[src/rtl/core/nss_pkg.sv]
// Shared types and constants for the nearest station search block.
package nss_pkg;

  localparam int unsigned ID_W      = 16;
  localparam int unsigned COORD_W   = 32;
  localparam int unsigned INDEX_W   = 12;
  localparam int unsigned DIST_W    = 40;
  localparam int unsigned AXIS_W    = 20;
  localparam int unsigned DIFF_W    = COORD_W + 1;
  localparam int unsigned SQ_W      = 2 * AXIS_W;
  localparam int unsigned SUM_W     = SQ_W + 2;
  localparam int unsigned CFG_IDX_W = 3;

  localparam int unsigned LIST_DEPTH_DEFAULT = 4096;

  // One axis may differ by less than 10000 m.
  localparam logic [DIFF_W-1:0] AXIS_LIMIT    = DIFF_W'(1000000);
  // Running minimum starts at (10000 m)^2 in square centimetres.
  localparam logic [DIST_W-1:0] DIST_SQ_LIMIT = DIST_W'(64'd1000000000000);
  // Only ids above this value qualify.
  localparam logic [ID_W-1:0]   MIN_ID        = ID_W'(10);

  typedef enum logic [CFG_IDX_W-1:0] {
    REG_REF_NORTHING   = 3'd0,
    REG_REF_EASTING    = 3'd1,
    REG_REF_ALTITUDE   = 3'd2,
    REG_GROUND_MODE    = 3'd3,
    REG_EXCLUDE_ENABLE = 3'd4,
    REG_EXCLUDE_ID     = 3'd5
  } cfg_reg_t;

  typedef struct packed {
    logic [ID_W-1:0]           cand_id;
    logic signed [COORD_W-1:0] cand_northing;
    logic signed [COORD_W-1:0] cand_easting;
    logic signed [COORD_W-1:0] cand_altitude;
    logic                      last;
  } cand_t;

  typedef struct packed {
    logic              found;
    logic [ID_W-1:0]   best_id;
    logic [INDEX_W-1:0] best_index;
    logic [DIST_W-1:0] best_dist_sq;
  } result_t;

  typedef struct packed {
    logic signed [COORD_W-1:0] ref_northing;
    logic signed [COORD_W-1:0] ref_easting;
    logic signed [COORD_W-1:0] ref_altitude;
    logic                      ground_mode;
    logic                      exclude_enable;
    logic [ID_W-1:0]           exclude_id;
  } cfg_t;

  // Candidate after the axis difference stage.
  typedef struct packed {
    logic              valid;
    logic [ID_W-1:0]   id;
    logic              last;
    logic              in_range;
    logic [AXIS_W-1:0] mag_n;
    logic [AXIS_W-1:0] mag_e;
    logic [AXIS_W-1:0] mag_a;
  } diff_stage_t;

  // Candidate after the squaring stage.
  typedef struct packed {
    logic            valid;
    logic [ID_W-1:0] id;
    logic            last;
    logic            in_range;
    logic [SQ_W-1:0] sq_n;
    logic [SQ_W-1:0] sq_e;
    logic [SQ_W-1:0] sq_a;
  } sq_stage_t;

endpackage

[src/rtl/core/nearest_station_search.sv]
// Nearest station search: a candidate is taken on every cycle of an open input.
// A last candidate's result is registered after the input, diff and square stages.
// Throughput: one candidate per cycle through input, difference, square and
// compare stages; the input stalls only while a last candidate reaches the compare
// stage and the result register still holds an untaken result.
// Synchronous reset (rst) clears the config, search state and all valid bits.
module nearest_station_search #(
  parameter int unsigned LIST_DEPTH = nss_pkg::LIST_DEPTH_DEFAULT
) (
  input  logic                              clk,
  input  logic                              rst,
  input  logic                              cand_valid,
  output logic                              cand_stall,
  input  nss_pkg::cand_t                    cand,
  output logic                              res_valid,
  input  logic                              res_stall,
  output nss_pkg::result_t                  res,
  input  logic                              cfg_write,
  input  logic [nss_pkg::CFG_IDX_W-1:0]     cfg_index,
  input  logic [nss_pkg::COORD_W-1:0]       cfg_data
);
  import nss_pkg::*;

  cfg_t        cfg;
  logic        hold;
  logic        advance;
  logic        in_valid;
  cand_t       in_reg;
  diff_stage_t s1;
  sq_stage_t   s2;

  assign advance    = !hold;
  assign cand_stall = hold;

  // Configuration registers; unknown indexes are ignored.
  always_ff @(posedge clk) begin
    if (rst) begin
      cfg <= '0;
    end else if (cfg_write) begin
      case (cfg_reg_t'(cfg_index))
        REG_REF_NORTHING:   cfg.ref_northing   <= cfg_data;
        REG_REF_EASTING:    cfg.ref_easting    <= cfg_data;
        REG_REF_ALTITUDE:   cfg.ref_altitude   <= cfg_data;
        REG_GROUND_MODE:    cfg.ground_mode    <= cfg_data[0];
        REG_EXCLUDE_ENABLE: cfg.exclude_enable <= cfg_data[0];
        REG_EXCLUDE_ID:     cfg.exclude_id     <= cfg_data[ID_W-1:0];
        default: ;
      endcase
    end
  end

  // Input register: captures a candidate on each transfer.
  always_ff @(posedge clk) begin
    if (rst) begin
      in_valid <= 1'b0;
    end else if (advance) begin
      in_valid <= cand_valid;
    end
  end

  always_ff @(posedge clk) begin
    if (advance) begin
      in_reg <= cand;
    end
  end

  nss_diff u_diff (
    .clk           (clk),
    .rst           (rst),
    .advance       (advance),
    .cand_in_valid (in_valid),
    .cand_in       (in_reg),
    .cfg           (cfg),
    .s1            (s1)
  );

  nss_square u_square (
    .clk     (clk),
    .rst     (rst),
    .advance (advance),
    .s1      (s1),
    .s2      (s2)
  );

  nss_select #(
    .LIST_DEPTH (LIST_DEPTH)
  ) u_select (
    .clk       (clk),
    .rst       (rst),
    .s2        (s2),
    .cfg       (cfg),
    .hold      (hold),
    .res_valid (res_valid),
    .res_stall (res_stall),
    .res       (res)
  );

endmodule

[src/rtl/core/nss_diff.sv]
// Axis difference stage: magnitudes of the axis differences and the range check.
module nss_diff (
  input  logic                 clk,
  input  logic                 rst,
  input  logic                 advance,
  input  logic                 cand_in_valid,
  input  nss_pkg::cand_t       cand_in,
  input  nss_pkg::cfg_t        cfg,
  output nss_pkg::diff_stage_t s1
);
  import nss_pkg::*;

  logic [DIFF_W-1:0] diff_n, diff_e, diff_a;
  logic [DIFF_W-1:0] abs_n, abs_e, abs_a;
  logic              ok_n, ok_e, ok_a;

  // Signed differences, one bit wider than the coordinates.
  always_comb begin
    diff_n = {cfg.ref_northing[COORD_W-1], cfg.ref_northing}
           - {cand_in.cand_northing[COORD_W-1], cand_in.cand_northing};
    diff_e = {cfg.ref_easting[COORD_W-1], cfg.ref_easting}
           - {cand_in.cand_easting[COORD_W-1], cand_in.cand_easting};
    diff_a = {cfg.ref_altitude[COORD_W-1], cfg.ref_altitude}
           - {cand_in.cand_altitude[COORD_W-1], cand_in.cand_altitude};
  end

  // Magnitudes and range check; ground mode drops the altitude axis.
  always_comb begin
    abs_n = diff_n[DIFF_W-1] ? (~diff_n + 1'b1) : diff_n;
    abs_e = diff_e[DIFF_W-1] ? (~diff_e + 1'b1) : diff_e;
    abs_a = diff_a[DIFF_W-1] ? (~diff_a + 1'b1) : diff_a;
    ok_n  = abs_n < AXIS_LIMIT;
    ok_e  = abs_e < AXIS_LIMIT;
    ok_a  = cfg.ground_mode || (abs_a < AXIS_LIMIT);
  end

  // Stage register: the valid bit is reset, the payload only follows transfers.
  always_ff @(posedge clk) begin
    if (rst) begin
      s1.valid <= 1'b0;
    end else if (advance) begin
      s1.valid <= cand_in_valid;
    end
    if (advance) begin
      s1.id       <= cand_in.cand_id;
      s1.last     <= cand_in.last;
      s1.in_range <= ok_n && ok_e && ok_a;
      s1.mag_n    <= abs_n[AXIS_W-1:0];
      s1.mag_e    <= abs_e[AXIS_W-1:0];
      s1.mag_a    <= cfg.ground_mode ? '0 : abs_a[AXIS_W-1:0];
    end
  end

endmodule

[src/rtl/core/nss_square.sv]
// Squaring stage: one multiplier per axis.
module nss_square (
  input  logic                 clk,
  input  logic                 rst,
  input  logic                 advance,
  input  nss_pkg::diff_stage_t s1,
  output nss_pkg::sq_stage_t   s2
);
  import nss_pkg::*;

  logic [SQ_W-1:0] sq_n, sq_e, sq_a;

  // Squares of the axis magnitudes.
  always_comb begin
    sq_n = s1.mag_n * s1.mag_n;
    sq_e = s1.mag_e * s1.mag_e;
    sq_a = s1.mag_a * s1.mag_a;
  end

  // Stage register: the valid bit is reset, the payload only follows transfers.
  always_ff @(posedge clk) begin
    if (rst) begin
      s2.valid <= 1'b0;
    end else if (advance) begin
      s2.valid <= s1.valid;
    end
    if (advance) begin
      s2.id       <= s1.id;
      s2.last     <= s1.last;
      s2.in_range <= s1.in_range;
      s2.sq_n     <= sq_n;
      s2.sq_e     <= sq_e;
      s2.sq_a     <= sq_a;
    end
  end

endmodule

[src/rtl/core/nss_select.sv]
// Running minimum over the list, list position counter and result register.
module nss_select #(
  parameter int unsigned LIST_DEPTH = nss_pkg::LIST_DEPTH_DEFAULT
) (
  input  logic               clk,
  input  logic               rst,
  input  nss_pkg::sq_stage_t s2,
  input  nss_pkg::cfg_t      cfg,
  output logic               hold,
  output logic               res_valid,
  input  logic               res_stall,
  output nss_pkg::result_t   res
);
  import nss_pkg::*;

  localparam int unsigned POS_W = (LIST_DEPTH > 1) ? $clog2(LIST_DEPTH) : 1;

  logic [DIST_W-1:0]  min_dist_sq;
  logic [ID_W-1:0]    winner_id;
  logic [INDEX_W-1:0] winner_index;
  logic               have_winner;
  logic [POS_W-1:0]   position;
  logic [POS_W-1:0]   position_next;
  logic [INDEX_W-1:0] pos_index;

  logic [SUM_W-1:0]   dist_sum;
  logic               qualify;
  logic               commit;
  logic               win_found;
  logic [ID_W-1:0]    win_id;
  logic [INDEX_W-1:0] win_index;
  logic [DIST_W-1:0]  win_dist;

  // Reported index is the list position, cut or zero-extended to INDEX_W bits.
  if (POS_W >= INDEX_W) begin : g_pos_trunc
    assign pos_index = position[INDEX_W-1:0];
  end else begin : g_pos_ext
    assign pos_index = {{(INDEX_W - POS_W){1'b0}}, position};
  end

  assign position_next = (position == POS_W'(LIST_DEPTH - 1)) ? '0 : position + 1'b1;

  // A last candidate waits while the result register holds an untaken result.
  assign hold   = res_valid && res_stall && s2.valid && s2.last;
  assign commit = s2.valid && !hold;

  // Distance sum and the qualification test against the running minimum.
  always_comb begin
    dist_sum = SUM_W'(s2.sq_n) + SUM_W'(s2.sq_e) + SUM_W'(s2.sq_a);
    qualify  = s2.in_range && (s2.id > MIN_ID)
            && !(cfg.exclude_enable && (s2.id == cfg.exclude_id))
            && (dist_sum < SUM_W'(min_dist_sq));
  end

  // Winner including the candidate now in this stage.
  always_comb begin
    win_found = have_winner || qualify;
    win_id    = qualify ? s2.id : winner_id;
    win_index = qualify ? pos_index : winner_index;
    win_dist  = qualify ? dist_sum[DIST_W-1:0] : min_dist_sq;
  end

  // Search state: updated per candidate, cleared after the last one.
  always_ff @(posedge clk) begin
    if (rst) begin
      min_dist_sq  <= DIST_SQ_LIMIT;
      winner_id    <= '0;
      winner_index <= '0;
      have_winner  <= 1'b0;
      position     <= '0;
    end else if (commit) begin
      if (s2.last) begin
        min_dist_sq  <= DIST_SQ_LIMIT;
        winner_id    <= '0;
        winner_index <= '0;
        have_winner  <= 1'b0;
        position     <= '0;
      end else begin
        min_dist_sq  <= win_dist;
        winner_id    <= win_id;
        winner_index <= win_index;
        have_winner  <= win_found;
        position     <= position_next;
      end
    end
  end

  // Result register control.
  always_ff @(posedge clk) begin
    if (rst) begin
      res_valid <= 1'b0;
    end else if (commit && s2.last) begin
      res_valid <= 1'b1;
    end else if (!res_stall) begin
      res_valid <= 1'b0;
    end
  end

  // Result payload; fields read zero when nothing qualified.
  always_ff @(posedge clk) begin
    if (commit && s2.last) begin
      res.found        <= win_found;
      res.best_id      <= win_found ? win_id : '0;
      res.best_index   <= win_found ? win_index : '0;
      res.best_dist_sq <= win_found ? win_dist : '0;
    end
  end

  a_hold_keeps_state: assert property (@(posedge clk) disable iff (rst)
    hold |=> $stable(min_dist_sq) && $stable(position))
    else $error("search state changed while a last candidate was held");

  a_idle_minimum: assert property (@(posedge clk) disable iff (rst)
    !have_winner |-> (min_dist_sq == DIST_SQ_LIMIT) && (winner_id == '0))
    else $error("running minimum moved without a winner");

  a_winner_bounds: assert property (@(posedge clk) disable iff (rst)
    have_winner |-> (min_dist_sq < DIST_SQ_LIMIT) && (winner_id > MIN_ID))
    else $error("winner outside the qualifying range");

  a_empty_result: assert property (@(posedge clk) disable iff (rst)
    res_valid && !res.found |-> (res.best_id == '0) && (res.best_dist_sq == '0))
    else $error("result without a winner carries nonzero fields");

endmodule

[config.mk]
export PLATFORM = sky130hd
export DESIGN_NAME = nearest_station_search
export DESIGN_NICKNAME = d
export VERILOG_FILES = /design/src/rtl/core/nss_pkg.sv /design/src/rtl/core/nearest_station_search.sv /design/src/rtl/core/nss_diff.sv /design/src/rtl/core/nss_square.sv /design/src/rtl/core/nss_select.sv
export SDC_FILE = /design/constraint.sdc
export NUM_CORES = 2
export LEC_CHECK = 0
export ABC_AREA = 1
export BUFFER_PORTS_ARGS = -buffer_cell sky130_fd_sc_hd__buf_2
export CORE_MARGIN = 2
export CORE_UTILIZATION = 50
export CTS_CLUSTER_SIZE = 8
export DETAILED_ROUTE_END_ITERATION = 8
export PLACE_DENSITY = 0.75
export SYNTH_ARGS = -nofsm -noshare
export SYNTH_HDL_FRONTEND = slang
export SYNTH_SLANG_ARGS = --single-unit
[constraint.sdc]
create_clock -name clk -period 17.1 [get_ports clk]
set_input_delay 3.42 -clock clk [delete_from_list [all_inputs] [get_ports clk]]
set_output_delay 3.42 -clock clk [all_outputs]
set_load 0.01 [all_outputs]
==> key figures <==
Floorplanning
  – Die X: 385 um
  – Full die area: 148000 um^2
  – Num rows: 139
  – Starting Density: 50.4%
  – Die Ht: 385 um
  – I/O Pins: 224
  – CORE AREA: 144000 um^2

Synth
  – Async SR Flop Fraction: 0%
  – Simple-gate share of the synthesized area: 20.3%
  – Ranking of synthesized cells by area: fa_1 23%, edfxtp_1 16%, inv_1 12%
  – Seq/Total Area, Yosys: 21.9%
  – Cell area after synthesis: 72500 um^2
  – Main combinational cell family by area after synthesis: adder cells
  – Post-synth top area share: 23.3%
  – Mapped Cells: 9305
  – Mean Syn Cell Area: 7.79 um^2
  – Synth Register Bits: 594
  – Post-synthesis xor/xnor area fraction: 3.26%
  – Prevailing post-synth register cell: edfxtp_1
  – Most frequent cell after synthesis: inv_1
  – Synth area leader: fa_1
  – Synth cell types: 59
  – EDFF count, synth: 395
  – YS warnings: 0
  – Multiplexer area fraction after synthesis: 0.0155%
  – Synth top cells by count: 2240 x inv_1, 2074 x nand2_1, 843 x fa_1
  – Adder-cell share of the synthesized area: 34.7%
  – Synthesized Nets: 10962
  – Synth Area in Compound Gates: 6.94%

Place
  – RePlAce Congestion: 0.977
  – Dpl hpwl: 158000 um
  – Placed cell area: 75400 um^2
  – DP Worst Slack: 9.04 ns
  – Buffers on Ports: 223

Layout
  – Layout Nets: 11088
  – Area of the multi-input gates: 47300 um^2
  – Finished Cell Area: 78000 um^2
  – Largest register FFs: 136
  – Share of cells above drive strength 1: 5.11%
  – Syn-to-layout area delta: 7.67%
  – Seq. cell area: 15800 um^2
  – Fill cell count: 13369

Timing
  – Setup TNS: 0 ns
  – Final min period: 8.07 ns
  – Clock skew: 0.0677 ns
  – Slew HR: 27.0%
  – Final hold violations: 0
  – Worst slew pin tran: 1.09 ns
  – Fmax: 0.124 GHz
  – RSZ-0062 raised after global routing: false
  – Slew Viols, Final: 0
  – Final setup vio count: 0
  – Fin worst setup slack: 9.03 ns
  – Final Cycle Share: 47.2%

Routing
  – Antenna violation net count after detailed routing: 0
  – Total wire length: 193000 um
  – DR WL/cell: 16.9 um
  – DRT Pass-1 Iters: 7
  – Vias per cell: 5.21
  – Vias: 59361
  – Initial DRC count: 4350
  – Remaining DRCs: 0

Global routing
  – Pin count of the biggest net entering global routing: 145
  – Antenna violations before repair: 5
  – Number of global-route vias before repair: 60500
  – Gr ovfl total: 0
  – GRT Total Usage: 26.6%
  – First-pass GRT wire length: 313000 um

Worst setup path
  – CP max FO: 25
  – Worst setup path category: in -> out
  – Worst Setup End Kind: output pin
  – Worst Setup Start Kind: input pin
  – R2r endpoint: u_square.s2[38]
  – RR Startpoint: u_diff.s1[6]
  – Reg2Reg Depth: 25
  – Flop-to-flop setup slack: 9.26 ns
  – Critical path endpoint: cand_stall
  – CP Data Required Time: 13.68 ns
  – Worst setup path startpoint: res_stall
  – Worst Path Arrival: 4.65 ns

Clock network
  – Clock slew seen by the registers of the worst setup and hold paths: 0.05 ns
  – TritonCTS sink count: 594
  – Max clock buf depth: 3
  – CTS H-tree depth: 3
  – Worst skew pair latency: 0.74 ns
  – Hold-fix buffers at CTS: 0
  – CTS Root Cell: clkbuf_16
  – CTS tree: done
  – Setup Buffers After CTS: 0
  – Post-cts repair resize count: 0
  – Total CTS buffers: 87

Worst hold path
  – HP Class: reg -> reg

Job
  – Max Cap Viol: 0

Outcome
  – Outcome: completed
## cell type report
cell class                 count  area share, %
timing repair buffer         264           1.84
tap                         1903           3.05
multi-input combinational   6238           60.6
sequential                   594           20.3
clock inverter                11          0.245
inverter                    2246           10.8
antenna                        1        0.00321
clock buffer                 143           3.15
## cells by family after synthesis
logic type,count (synthesis)
compound gates,920
xor+xnor,268
fa+ha+maj,1504
buf+inv,2473
flops,594
mux,1
simple gates,3545
## worst max-delay path: stages
cell,delay [ns]
buf_2,0.08
nand2_1,0.05
inv_1,0.17
nand3_4,0.40
inv_1,0.32
buf_2,0.18
## layout by cell type, fill, tap and decap left out, drive strengths merged, types with 16 or more instances in the layout
cell	netlist	layout
inv	2245	2247
nand2	2109	2109
fa	843	843
nor2	801	801
ha	661	661
a21oi	451	451
edfxtp	395	395
nand3	343	343
o21ai	304	304
buf	65	264
dfxtp	199	199
xor2	167	167
nand4	160	160
clkbuf	162	143
xnor2	101	101
nor3	70	70
a31oi	31	31
o21a	26	26
o21bai	18	18
a21o	18	18
nor4	18	18
nand3b	16	16
## worst min path at each step
stage                                   to  slack [ns]  cells past startpoint          start
final                     u_square.s2[136]        0.39                      0  u_diff.s1[76]
after global routing      u_square.s2[126]        0.42                      0  u_diff.s1[66]
after CTS                 u_square.s2[136]        0.40                      0  u_diff.s1[76]
after detailed placement     u_diff.s1[65]        0.41                      0    in_reg[100]
after global placement       u_diff.s1[67]        0.40                      0    in_reg[102]
after floorplan              u_diff.s1[61]        0.40                      0      in_reg[0]
## per-layer routing
layer | part of all wire, % | track usage (%) | routed length (um)
met1 | 42 | 34.6 | 81100
met2 | 47 | 44.5 | 90700
met3 | 6.5 | 3.87 | 12500
met4 | 4.5 | 10.9 | 8720
met5 | 0.028 | 0 | 54
## stage by stage
stage	util, %	instances	hold WS, ns
3_3_place_gp	52.5	11245	0.403
6_report	54.3	11400	0.395
4_1_cts	54.3	11399	0.398
3_5_place_dp	52.5	11245	0.406
5_1_grt	54.3	11399	0.418
2_1_floorplan	-	9305	0.400
Power is left out: the tool's default activity adds up to more than one toggle a clock period on the data nets, which glitch-free logic cannot reach.
